<file path="config.mk">
export PLATFORM = sky130hd
export DESIGN_NAME = sjf_batch_scheduler_top
export DESIGN_NICKNAME = d
export VERILOG_FILES = /design/src/hdl/sjf_pkg.sv /design/src/hdl/sjf_ctrl.sv /design/src/hdl/sjf_chain.sv /design/src/hdl/sjf_dpath.sv /design/src/hdl/sjf_batch_scheduler_top.sv
export SDC_FILE = /design/constraint.sdc
export NUM_CORES = 1
export LEC_CHECK = 0
export BUFFER_PORTS_ARGS = -buffer_cell sky130_fd_sc_hd__buf_4
export CAP_MARGIN = 10
export CORE_ASPECT_RATIO = 0.75
export CORE_MARGIN = 4
export CORE_UTILIZATION = 33
export CTS_BUF_LIST = sky130_fd_sc_hd__clkbuf_4
export CTS_CLUSTER_DIAMETER = 120
export CTS_CLUSTER_SIZE = 28
export DETAILED_ROUTE_END_ITERATION = 8
export SLEW_MARGIN = 5
export SYNTH_ARGS = -nofsm -noshare
export SYNTH_HDL_FRONTEND = slang
export SYNTH_SLANG_ARGS = --single-unit
</file>
<file path="constraint.sdc">
create_clock -name clk -period 7.6 [get_ports clk]
set_input_delay 1.52 -clock clk [delete_from_list [all_inputs] [get_ports clk]]
set_output_delay 1.52 -clock clk [all_outputs]
set_load 0.02 [all_outputs]
</file>
<file path="src/hdl/sjf_pkg.sv">
// ----------------------------------------------------------------------------
// sjf_pkg
// Shared types and constants for the shortest-job-first batch scheduler.
// ----------------------------------------------------------------------------
package sjf_pkg;

  // Default parameter values.
  localparam int DEF_MAX_JOBS   = 16;
  localparam int DEF_BURST_BITS = 16;

  // Fixed field widths of the ports.
  localparam int ID_W       = 8;
  localparam int BURST_IN_W = 16;
  localparam int TIME_W     = 22;
  localparam int TOTAL_W    = 28;

  // Saturation limits of the time outputs.
  localparam logic [TIME_W-1:0]  TIME_MAX  = {TIME_W{1'b1}};
  localparam logic [TOTAL_W-1:0] TOTAL_MAX = {TOTAL_W{1'b1}};

  // Controller states.
  typedef enum logic [1:0] {
    ST_IDLE,
    ST_EMIT,
    ST_TAIL
  } sjf_state_t;

  // Commands from the controller to the datapath.
  typedef struct packed {
    logic load;
    logic clear;
    logic pop;
  } sjf_cmd_t;

  // Status from the datapath to the controller.
  typedef struct packed {
    logic one_left;
  } sjf_status_t;

endpackage

</file>
<file path="src/hdl/sjf_ctrl.sv">
// ----------------------------------------------------------------------------
// sjf_ctrl
// Controller: accepts load transactions, then drains the sorted chain.
// ----------------------------------------------------------------------------
module sjf_ctrl import sjf_pkg::*; (
  input  logic        clk,
  input  logic        rst,
  input  logic        start,
  input  logic        last_item,
  input  sjf_status_t status,
  output sjf_cmd_t    cmd,
  output logic        busy
);

  sjf_state_t state;
  sjf_state_t state_next;

  // State register.
  always_ff @(posedge clk) begin
    if (rst) begin
      state <= ST_IDLE;
    end else begin
      state <= state_next;
    end
  end

  // Next-state logic.
  always_comb begin
    state_next = state;
    case (state)
      ST_IDLE: begin
        if (start && last_item) begin
          state_next = ST_EMIT;
        end
      end
      ST_EMIT: begin
        if (status.one_left) begin
          state_next = ST_TAIL;
        end
      end
      ST_TAIL: begin
        state_next = ST_IDLE;
      end
      default: begin
        state_next = ST_IDLE;
      end
    endcase
  end

  // Output logic.
  always_comb begin
    busy      = 1'b1;
    cmd.load  = 1'b0;
    cmd.clear = 1'b0;
    cmd.pop   = 1'b0;
    case (state)
      ST_IDLE: begin
        busy      = 1'b0;
        cmd.load  = start;
        cmd.clear = start && last_item;
      end
      ST_EMIT: begin
        cmd.pop = 1'b1;
      end
      ST_TAIL: begin
        busy = 1'b1;
      end
      default: begin
        busy = 1'b1;
      end
    endcase
  end

endmodule

</file>
<file path="src/hdl/sjf_chain.sv">
// ----------------------------------------------------------------------------
// sjf_chain
// Sorted insertion chain: each load inserts a job after every stored job
// whose burst is not greater, and each pop shifts the chain toward the head.
// ----------------------------------------------------------------------------
module sjf_chain import sjf_pkg::*; #(
  parameter int MAX_JOBS   = DEF_MAX_JOBS,
  parameter int BURST_BITS = DEF_BURST_BITS
) (
  input  logic                  clk,
  input  logic                  rst,
  input  logic                  load,
  input  logic                  pop,
  input  logic [ID_W-1:0]       in_id,
  input  logic [BURST_BITS-1:0] in_burst,
  output logic [ID_W-1:0]       head_id,
  output logic [BURST_BITS-1:0] head_burst,
  output logic                  full,
  output logic                  one_left
);

  logic [ID_W-1:0]       cell_id    [MAX_JOBS];
  logic [BURST_BITS-1:0] cell_burst [MAX_JOBS];
  logic [MAX_JOBS-1:0]   cell_valid;
  logic [MAX_JOBS-1:0]   gt;

  assign full       = cell_valid[MAX_JOBS-1];
  assign one_left   = !cell_valid[1];
  assign head_id    = cell_id[0];
  assign head_burst = cell_burst[0];

  genvar i;
  generate
    for (i = 0; i < MAX_JOBS; i++) begin : g_cell
      logic take_new;
      logic take_prev;

      // An empty cell counts as greater, so the new job lands after all equal bursts.
      assign gt[i] = !cell_valid[i] || (cell_burst[i] > in_burst);

      if (i == 0) begin : g_first
        assign take_new  = gt[i];
        assign take_prev = 1'b0;
      end else begin : g_rest
        assign take_new  = gt[i] && !gt[i-1];
        assign take_prev = gt[i] && gt[i-1];
      end

      // Valid bit of this cell.
      always_ff @(posedge clk) begin
        if (rst) begin
          cell_valid[i] <= 1'b0;
        end else if (pop) begin
          if (i == MAX_JOBS - 1) begin
            cell_valid[i] <= 1'b0;
          end else begin
            cell_valid[i] <= cell_valid[(i + 1) % MAX_JOBS];
          end
        end else if (load && !full) begin
          if (take_new) begin
            cell_valid[i] <= 1'b1;
          end else if (take_prev) begin
            cell_valid[i] <= cell_valid[(i + MAX_JOBS - 1) % MAX_JOBS];
          end
        end
      end

      // Payload of this cell.
      always_ff @(posedge clk) begin
        if (pop) begin
          if (i < MAX_JOBS - 1) begin
            cell_id[i]    <= cell_id[(i + 1) % MAX_JOBS];
            cell_burst[i] <= cell_burst[(i + 1) % MAX_JOBS];
          end
        end else if (load && !full) begin
          if (take_new) begin
            cell_id[i]    <= in_id;
            cell_burst[i] <= in_burst;
          end else if (take_prev) begin
            cell_id[i]    <= cell_id[(i + MAX_JOBS - 1) % MAX_JOBS];
            cell_burst[i] <= cell_burst[(i + MAX_JOBS - 1) % MAX_JOBS];
          end
        end
      end
    end
  endgenerate

endmodule

</file>
<file path="src/hdl/sjf_dpath.sv">
// ----------------------------------------------------------------------------
// sjf_dpath
// Datapath: the sorted chain, the overflow flag, the waiting-time accumulator
// and two result stages that form the running totals.
// ----------------------------------------------------------------------------
module sjf_dpath import sjf_pkg::*; #(
  parameter int MAX_JOBS   = DEF_MAX_JOBS,
  parameter int BURST_BITS = DEF_BURST_BITS
) (
  input  logic                  clk,
  input  logic                  rst,
  input  sjf_cmd_t              cmd,
  input  logic [ID_W-1:0]       job_id,
  input  logic [BURST_IN_W-1:0] burst,
  output sjf_status_t           status,
  output logic                  result_valid,
  output logic [ID_W-1:0]       sched_id,
  output logic [BURST_IN_W-1:0] sched_burst,
  output logic [TIME_W-1:0]     wait_time,
  output logic [TIME_W-1:0]     turnaround,
  output logic [TOTAL_W-1:0]    total_wait,
  output logic [TOTAL_W-1:0]    total_turnaround,
  output logic                  dropped,
  output logic                  last_result
);

  // Exact waiting time needs room for MAX_JOBS full bursts.
  localparam int WAIT_W = BURST_BITS + $clog2(MAX_JOBS);
  localparam int SUM_W  = ((WAIT_W > TOTAL_W) ? WAIT_W : TOTAL_W) + 1;

  logic [BURST_BITS-1:0] in_burst;
  logic [ID_W-1:0]       head_id;
  logic [BURST_BITS-1:0] head_burst;
  logic                  full;
  logic                  one_left;
  logic                  overflow;
  logic [WAIT_W-1:0]     wait_acc;
  logic [WAIT_W-1:0]     ta;

  // First result stage.
  logic                  s_valid;
  logic [ID_W-1:0]       s_id;
  logic [BURST_BITS-1:0] s_burst;
  logic [WAIT_W-1:0]     s_wait;
  logic [WAIT_W-1:0]     s_ta;
  logic                  s_dropped;
  logic                  s_last;

  // Saturated running totals.
  logic [TOTAL_W-1:0]    tot_w;
  logic [TOTAL_W-1:0]    tot_t;
  logic [SUM_W-1:0]      sum_w;
  logic [SUM_W-1:0]      sum_t;
  logic [TOTAL_W-1:0]    tot_w_next;
  logic [TOTAL_W-1:0]    tot_t_next;

  assign in_burst        = BURST_BITS'(burst);
  assign status.one_left = one_left;

  sjf_chain #(
    .MAX_JOBS   (MAX_JOBS),
    .BURST_BITS (BURST_BITS)
  ) u_chain (
    .clk        (clk),
    .rst        (rst),
    .load       (cmd.load),
    .pop        (cmd.pop),
    .in_id      (job_id),
    .in_burst   (in_burst),
    .head_id    (head_id),
    .head_burst (head_burst),
    .full       (full),
    .one_left   (one_left)
  );

  // Overflow flag: set by a job that finds the store full, cleared at batch end.
  always_ff @(posedge clk) begin
    if (rst) begin
      overflow <= 1'b0;
    end else if (cmd.pop && one_left) begin
      overflow <= 1'b0;
    end else if (cmd.load && full) begin
      overflow <= 1'b1;
    end
  end

  // Waiting time of the next job: running sum of popped bursts.
  assign ta = wait_acc + WAIT_W'(head_burst);

  always_ff @(posedge clk) begin
    if (cmd.clear) begin
      wait_acc <= '0;
    end else if (cmd.pop) begin
      wait_acc <= ta;
    end
  end

  // First stage captures the popped job and its exact times.
  always_ff @(posedge clk) begin
    if (rst) begin
      s_valid <= 1'b0;
    end else begin
      s_valid <= cmd.pop;
    end
  end

  always_ff @(posedge clk) begin
    if (cmd.pop) begin
      s_id      <= head_id;
      s_burst   <= head_burst;
      s_wait    <= wait_acc;
      s_ta      <= ta;
      s_dropped <= overflow;
      s_last    <= one_left;
    end
  end

  // Totals saturate; once past the limit they stay there.
  assign sum_w      = SUM_W'(tot_w) + SUM_W'(s_wait);
  assign sum_t      = SUM_W'(tot_t) + SUM_W'(s_ta);
  assign tot_w_next = (sum_w > SUM_W'(TOTAL_MAX)) ? TOTAL_MAX : TOTAL_W'(sum_w);
  assign tot_t_next = (sum_t > SUM_W'(TOTAL_MAX)) ? TOTAL_MAX : TOTAL_W'(sum_t);

  always_ff @(posedge clk) begin
    if (cmd.clear) begin
      tot_w <= '0;
      tot_t <= '0;
    end else if (s_valid) begin
      tot_w <= tot_w_next;
      tot_t <= tot_t_next;
    end
  end

  // Output register and strobe.
  always_ff @(posedge clk) begin
    if (rst) begin
      result_valid <= 1'b0;
    end else begin
      result_valid <= s_valid;
    end
  end

  always_ff @(posedge clk) begin
    if (s_valid) begin
      sched_id         <= s_id;
      sched_burst      <= BURST_IN_W'(s_burst);
      wait_time        <= (s_wait > WAIT_W'(TIME_MAX)) ? TIME_MAX : TIME_W'(s_wait);
      turnaround       <= (s_ta > WAIT_W'(TIME_MAX)) ? TIME_MAX : TIME_W'(s_ta);
      total_wait       <= tot_w_next;
      total_turnaround <= tot_t_next;
      dropped          <= s_dropped;
      last_result      <= s_last;
    end
  end

endmodule

</file>
<file path="src/hdl/sjf_batch_scheduler_top.sv">
// Loading: one job per cycle; busy stays low between jobs, so jobs may arrive back to back.
// The last job starts the schedule: each pop in the emit state passes the first result stage and
// the output register; then one result per cycle for the N stored jobs, each strobed by result_valid
// for one cycle. Throughput is set by the sorted insertion chain (one insert or one pop per cycle);
// busy is high through the drain and the tail state after it. The receiver cannot stall the results.
// Synchronous reset empties the chain, clears the overflow flag and returns the controller to idle.
// ----------------------------------------------------------------------------
// sjf_batch_scheduler_top
// Non-preemptive shortest-job-first scheduler for one batch of jobs.
// ----------------------------------------------------------------------------
module sjf_batch_scheduler_top import sjf_pkg::*; #(
  parameter int MAX_JOBS   = DEF_MAX_JOBS,
  parameter int BURST_BITS = DEF_BURST_BITS
) (
  input  logic                  clk,
  input  logic                  rst,
  input  logic                  start,
  output logic                  busy,
  input  logic [ID_W-1:0]       job_id,
  input  logic [BURST_IN_W-1:0] burst,
  input  logic                  last_item,
  output logic                  result_valid,
  output logic [ID_W-1:0]       sched_id,
  output logic [BURST_IN_W-1:0] sched_burst,
  output logic [TIME_W-1:0]     wait_time,
  output logic [TIME_W-1:0]     turnaround,
  output logic [TOTAL_W-1:0]    total_wait,
  output logic [TOTAL_W-1:0]    total_turnaround,
  output logic                  dropped,
  output logic                  last_result
);

  sjf_cmd_t    cmd;
  sjf_status_t status;

  // Controller.
  sjf_ctrl u_ctrl (
    .clk       (clk),
    .rst       (rst),
    .start     (start),
    .last_item (last_item),
    .status    (status),
    .cmd       (cmd),
    .busy      (busy)
  );

  // Datapath.
  sjf_dpath #(
    .MAX_JOBS   (MAX_JOBS),
    .BURST_BITS (BURST_BITS)
  ) u_dpath (
    .clk              (clk),
    .rst              (rst),
    .cmd              (cmd),
    .job_id           (job_id),
    .burst            (burst),
    .status           (status),
    .result_valid     (result_valid),
    .sched_id         (sched_id),
    .sched_burst      (sched_burst),
    .wait_time        (wait_time),
    .turnaround       (turnaround),
    .total_wait       (total_wait),
    .total_turnaround (total_turnaround),
    .dropped          (dropped),
    .last_result      (last_result)
  );

endmodule

</file>
==> metrics.txt, run 1 <==
run status finished, final reports clean; IO buf count 155; cells after synthesis 3551; Worst Max-Slew Pin Slew 1.17 ns; CTS root buf clkbuf_4; cells on worst reg2reg path 8; Synth Register Bits 671; Top Ports 156; CP max-delay cell or2_1; Clk pin slew, worst setup/hold paths 0.27 ns; worst hold path depth 0; Final Net Count 3878; power density over the cells 258 mW/mm²; YS warnings 0; Num CTS Buffers 30; largest family of logic cells by synthesized area compound AO/OA/AOI/OAI gates; R2R Setup Slk 3.85 ns; Filler cells 11.4k; CP top delay family simple AND/OR/NAND/NOR gates; DRT Pass-1 Iters 5; Die Y-Extent 301 µm; RePlAce Congestion 0.886; Final Setup Violations 0; Worst Setup SP burst[9]; First DRT Iteration DRCs 2330; Critical Path RT 8.31 ns; Max Fclk 230 MHz; EDFF count, synth 574; Hold Path Class register to register; Yosys top cell by area edfxtp_1; Post-Synth XOR/XNOR Area 0.0102; worst hold endpoint u_dpath.sched_id[4]; Worst setup EP type register; Rows 107; most frequent CP cell buf_4; CP Max Fanout 25; Synth area leaders edfxtp_1, ha_1, mux2i_1; P&R area growth vs syn 8.29%; reg-to-reg endpoint u_dpath.u_chain.cell_id[0][3]; startpoint of the worst hold path u_dpath.s_id[4]; fraction of layout cells with a size suffix above 1 0.0990; setup bufs post-CTS 0; Tcrit/Tclk final 0.571; Clock Skews 0.0863 ns; Post-Route Utilization 0.360; worst-path cell chain buf_4, inv_1, ha_1, and4_1, nand4_1, a311o_1, a31oi_4, buf_4, and2_1, or2_1; Final min period 4.34 ns; DR vias/cell 5.31; Crit path largest cell delay 0.85 ns; leakage 16.5 nW; largest net degree at the start of global routing 90; post-synthesis adder-cell area fraction 0.0997; Reg2Reg Launch Point u_dpath.u_chain.cell_burst[0][3]; DRC viols 0; most frequent cells in the layout edfxtp_1, a21oi_1, nand2_1; Die X 399 µm; Die ar. 0.120 mm²; Max Cap Viol 0; Antenna Nets Post-Route 0; area fraction of the dominant cell type after synthesis 0.457; gr ovfl total 0; Synth async-reset ratio 0; via count 27.1k; Max Slew Vio Count 0; clk_lat worst skew 1.07 ns; number of gates resized after CTS 0; routed len/inst 20.3 µm; hpwl dp 76400 µm; clock sinks 671; Compound-Gate Fraction of Synth Area 0.145; CTS tree done; first-pass GRT wire length 158000 µm; Core Area 0.114 mm²; post-synthesis cell area 0.0378 mm²; RSZ-0062 raised after global routing no; gr usage total 0.166; sequential area share after synthesis 0.508; Slew HR 0.216; Fin Setup TNS 0 ns; initial antenna violation count 4; starting density of the core 0.333; main flop type after synthesis edfxtp_1; worst path buffer plus inverter count 3; cts hold-fix bufs 0; Clock Tree Buf Depth 3; Hold Violations, Final 0; commonest non-fill, non-tap cell in the layout edfxtp_1; Post-Synth Simple-Gate Area 0.109; vias in the first global route 26.0k; maximum vdd drop 0.000166 V; Post-Route WL 103000 µm; crit path kind input port to register; syn_area_per_cell 10.6 µm²; # H-tree levels 1; arrival time worst endpoint 5.06 ns; post-synthesis mux area share 0.0912; Critical Path Source Type input port; total power 10.5 mW; count of different cell masters after synthesis 85
## synth_stat cells (15+ instances only)
cell,count
nor3_1,52
mux2_2,35
o21a_1,24
nand2b_1,25
mux2i_1,299
o211ai_1,18
buf_2,58
xor2_1,17
edfxtp_1,574
nand3_1,48
clkbuf_1,161
inv_1,93
nor2b_1,15
or2_2,15
a211oi_1,47
a21oi_1,341
o21ai_1,19
and3_1,15
a31oi_1,33
o21ai_0,278
dfxtp_1,97
nor2_1,340
xnor2_1,27
ha_1,296
a21o_1,33
nand4_1,45
nand2_1,339
## cell type report
type | count | area, µm² | share of cell area
clock inverter | 9 | 114 | 0.00278
sequential | 671 | 19200 | 0.469
clock buffer | 47 | 353 | 0.00863
multi-input combinational | 2545 | 17300 | 0.424
timing repair buffer | 209 | 1630 | 0.0398
inverter | 94 | 355 | 0.00869
antenna | 3 | 7.51 | 0.000184
tap | 1526 | 1910 | 0.0467
## sequential cells by signal, summed over array words and instances (netlist names), 2 cells and up
signal	cells
u_dpath.u_chain.cell_burst	256
u_dpath.u_chain.cell_id	128
u_dpath.tot_t	28
u_dpath.tot_w	28
u_dpath.total_turnaround	28
u_dpath.total_wait	28
u_dpath.turnaround	21
u_dpath.wait_time	21
u_dpath.s_ta	20
u_dpath.s_wait	20
u_dpath.wait_acc	20
u_dpath.s_burst	16
u_dpath.sched_burst	16
u_dpath.u_chain.cell_valid	15
u_dpath.s_id	8
u_dpath.sched_id	8
u_ctrl.state	2
## cells by family after synthesis
group                      count (synthesis)
AOI/OAI and AO/OA                        919
xor gates and xnor gates                  44
adders and majority gates                299
buffers and inverters                    336
DFF                                      671
muxes                                    339
other                                      1
and+or+nand+nor                          942
## layer usage
metal	global-route usage	wire (µm)
met5	0	27
met4	0.0295	1890
met3	0.0185	5170
met2	0.247	43700
met1	0.261	52600
## power by group
group / leakage, nW / switching [mW] / internal (mW)
Sequential: 6.25 / 0.585 / 4.98
Clock: 0.269 / 1.18 / 0.307
Combinational: 9.98 / 2.11 / 1.37
Total: 16.5 / 3.87 / 6.66
## per-stage QoR
step / instance area, µm² / hold WS [ns] / setup slack (ns) / cells
after global routing: 40900 / 0.471 / 3.01 / 5104
after floorplan: 37800 / 0.400 / 2.81 / 3552
final: 40900 / 0.455 / 3.26 / 5104
after CTS: 40800 / 0.460 / 3.22 / 5098
after global placement: 40300 / 0.404 / 2.07 / 5042
after detailed placement: 40300 / 0.405 / 2.02 / 5042
## worst max path at each step
stage          slack (ns)                                end  cells after the start
2_1_floorplan        2.81  u_dpath.u_chain.cell_burst[0][48]                      7
3_3_place_gp         2.07     u_dpath.u_chain.cell_id[1][12]                      9
3_5_place_dp         2.02     u_dpath.u_chain.cell_id[1][12]                      9
4_1_cts              3.22  u_dpath.u_chain.cell_burst[1][24]                      9
5_1_grt              3.01     u_dpath.u_chain.cell_id[1][47]                     10
6_report             3.26  u_dpath.u_chain.cell_burst[0][92]                     10
No activity file was read; power rests on OpenSTA's default activity.
==> run 2, diff against run 1 <==
clock period = 4.4 ns   (was 7.6 ns; I/O delays follow)
==> metrics.txt, run 2 (same netlist as run 1, synthesis figures left out) <==
run status finished, final reports clean; Final Cell Area 0.0413 mm² (+1.1%); IO buf count 155 (unchanged); gr ovfl total 0 (unchanged); most frequent cells in the layout edfxtp_1, a21oi_1, nand2_1; Slew HR 0.371 (+0.156); Clock Tree Buf Depth 3 (unchanged); Filler cells 11.4k (+0.15%); commonest non-fill, non-tap cell in the layout edfxtp_1; Sw Pwr 6.58 mW (+70%); Antenna Nets Post-Route 0 (unchanged); sw frac 0.362 (-0.00528); clk_lat worst skew 1.03 ns (-0.04 ns); Worst Max-Slew Pin Slew 0.943 ns (-0.231 ns); Clk pin slew, worst setup/hold paths 0.31 ns (+0.04 ns); Reg2Reg Launch Point u_dpath.s_ta[0]; power share of the clock group 0.138 (-0.003); startpoint of the worst hold path rst; final hold slack 0.247 ns (-0.208 ns); Rows 107 (unchanged); DRT Pass-1 Iters 6 (+1); Pint 11.6 mW (+74%); maximum vdd drop 0.000253 V (+53%); CP Max Fanout 13 (-48%); vias in the first global route 26.0k (+0.035%); CP top delay family compound AO/OA/AOI/OAI gates; # H-tree levels 1 (unchanged); power density over the cells 439 mW/mm² (+70%); Die X 399 µm (unchanged); worst-path cell chain ha_1, inv_1, fa_1, nand2b_1, a211oi_1, a311oi_1, a21o_1, a21oi_2, nor2_1, a311oi_1; fraction of layout cells with a size suffix above 1 0.110 (+0.0112); routed len/inst 19.5 µm (-3.8%); Crit path largest cell delay 0.55 ns (-0.30 ns); worst path buffer plus inverter count 1 (-2); First DRT Iteration DRCs 1968 (-16%); hpwl dp 76000 µm (-0.52%); setup slack at placement 0.309 ns (-1.71 ns); Max Fclk 295 MHz; Fin Setup TNS 0 ns (unchanged); CTS root buf clkbuf_4; number of gates resized after CTS 0 (unchanged); Crit path depth 10 (unchanged); Tcrit/Tclk final 0.771; Critical Path RT 5.29 ns (-3.02 ns); Hold Path Class input port to register; CP max-delay cell a21oi_2; Critical Path Source Type register; cells on worst reg2reg path 10 (+2); number of flip-flops in the largest register 256 (unchanged); Final Net Count 3925 (+1.2%); Sequential Power Share 0.528 (about the same); clock sinks 671 (unchanged); Die ar. 0.120 mm² (unchanged); combinational share of power 0.334 (+0.004); Max Cap Viol 0 (unchanged); Num CTS Buffers 29 (-3.3%); most frequent CP cell a311oi_1; setup bufs post-CTS 0 (unchanged); Post-Route WL 100000 µm (-2.9%); largest net degree at the start of global routing 87 (-3.3%); RSZ-0062 raised after global routing no; Hold Violations, Final 0 (unchanged); cts hold-fix bufs 0 (unchanged); RePlAce Congestion 0.870 (-1.9%); initial antenna violation count 5 (+1); Worst setup EP type register; reg-to-reg endpoint u_dpath.tot_t[25]; arrival time worst endpoint 4.28 ns (-0.78 ns); Worst Setup SP u_dpath.s_ta[0]; Post-Route Utilization 0.364 (+0.00393); leakage 16.8 nW (+1.5%); final setup margin 1.01 ns (-2.25 ns); Biggest register u_dpath.u_chain.cell_burst; R2R Setup Slk 1.01 ns (-2.84 ns); starting density of the core 0.333 (unchanged); crit path kind register to register; Final Setup Violations 0 (unchanged); placed cell area 0.0409 mm² (+1.4%); DR vias/cell 5.26 (-0.90%); Final min period 3.39 ns; Top Ports 156 (unchanged); Die Y-Extent 301 µm (unchanged); Core Area 0.114 mm² (unchanged); worst setup path end u_dpath.tot_t[25]; via count 27.1k (+0.033%); first-pass GRT wire length 155000 µm (-2.0%); biggest regs u_dpath.u_chain.cell_burst (256), u_dpath.u_chain.cell_id (128); gr usage total 0.162 (-0.00454); CTS tree done; Max Slew Vio Count 0 (unchanged); Clock Skews 0.0994 ns (+0.0130 ns); DRC viols 0 (unchanged); P&R area growth vs syn 9.47%
[run 2: changes by cell type in the layout (fill, tap and decap cells not counted), sizes merged]
cell	delta
clkinv	-3
diode	+3
buf	+48
[run 2: metrics by stage]
| step | instances | total power, mW |
|---|---|---|
| after global placement | 5093 | 15.6 |
| final | 5152 | 18.1 |
| after floorplan | 3552 | 13.7 |
| after global routing | 5150 | 19.4 |
| after detailed placement | 5093 | 15.7 |
| after CTS | 5146 | 18.2 |
[run 2: worst min-delay path by stage]
| stage | endpoint | depth (start not counted) |
|---|---|---|
| 4_1_cts | u_dpath.u_chain.full | 3 |
| 2_1_floorplan | u_dpath.dropped | 0 |
| 5_1_grt | u_dpath.u_chain.cell_valid[5] | 2 |
| 6_report | u_dpath.u_chain.cell_valid[7] | 2 |
| 3_3_place_gp | u_dpath.sched_id[3] | 0 |
| 3_5_place_dp | u_dpath.sched_id[2] | 0 |
[run 2: per-layer routing]
| layer | track usage | up-vias | wire [µm] |
|---|---|---|---|
| li1 | - | 13259 | - |
| met1 | 0.249 | 13219 | 50800 |
| met2 | 0.249 | 583 | 43800 |
| met3 | 0.0191 | 60 | 4690 |
| met4 | 0.0192 | 0 | 1170 |
| met5 | 0 | - | 0 |
[run 2: final cells by class]
type	count	area, µm²	area share
Sequential cell	671	19200	0.464
Multi-Input combinational cell	2545	17300	0.419
Timing Repair Buffer	257	2120	0.0512
Tap cell	1526	1910	0.0462
Inverter	94	355	0.00860
Clock buffer	47	353	0.00854
Clock inverter	6	72.6	0.00176
Antenna cell	6	15.0	0.000363
[run 2: power groups by stage]
stage | Sequential (mW) | Clock, mW | Combinational [mW]
global placement | 9.73 | 0 | 5.88
detailed placement | 9.72 | 0 | 6.03
finish | 9.58 | 2.51 | 6.06
floorplan | 9.30 | 0 | 4.45
CTS | 9.58 | 2.62 | 6.05
global route | 9.71 | 2.84 | 6.84
[run 2: worst reg2reg max path, delay by kind of cell (launching register included)]
family | cells | cell delay (ns)
AO/OA/AOI/OAI | 5 | 1.83
adder cells (fa/ha/maj) | 2 | 0.62
flip-flops | 1 | 0.51
AND/OR/NAND/NOR | 2 | 0.32
buffers and inverters | 1 | 0.06
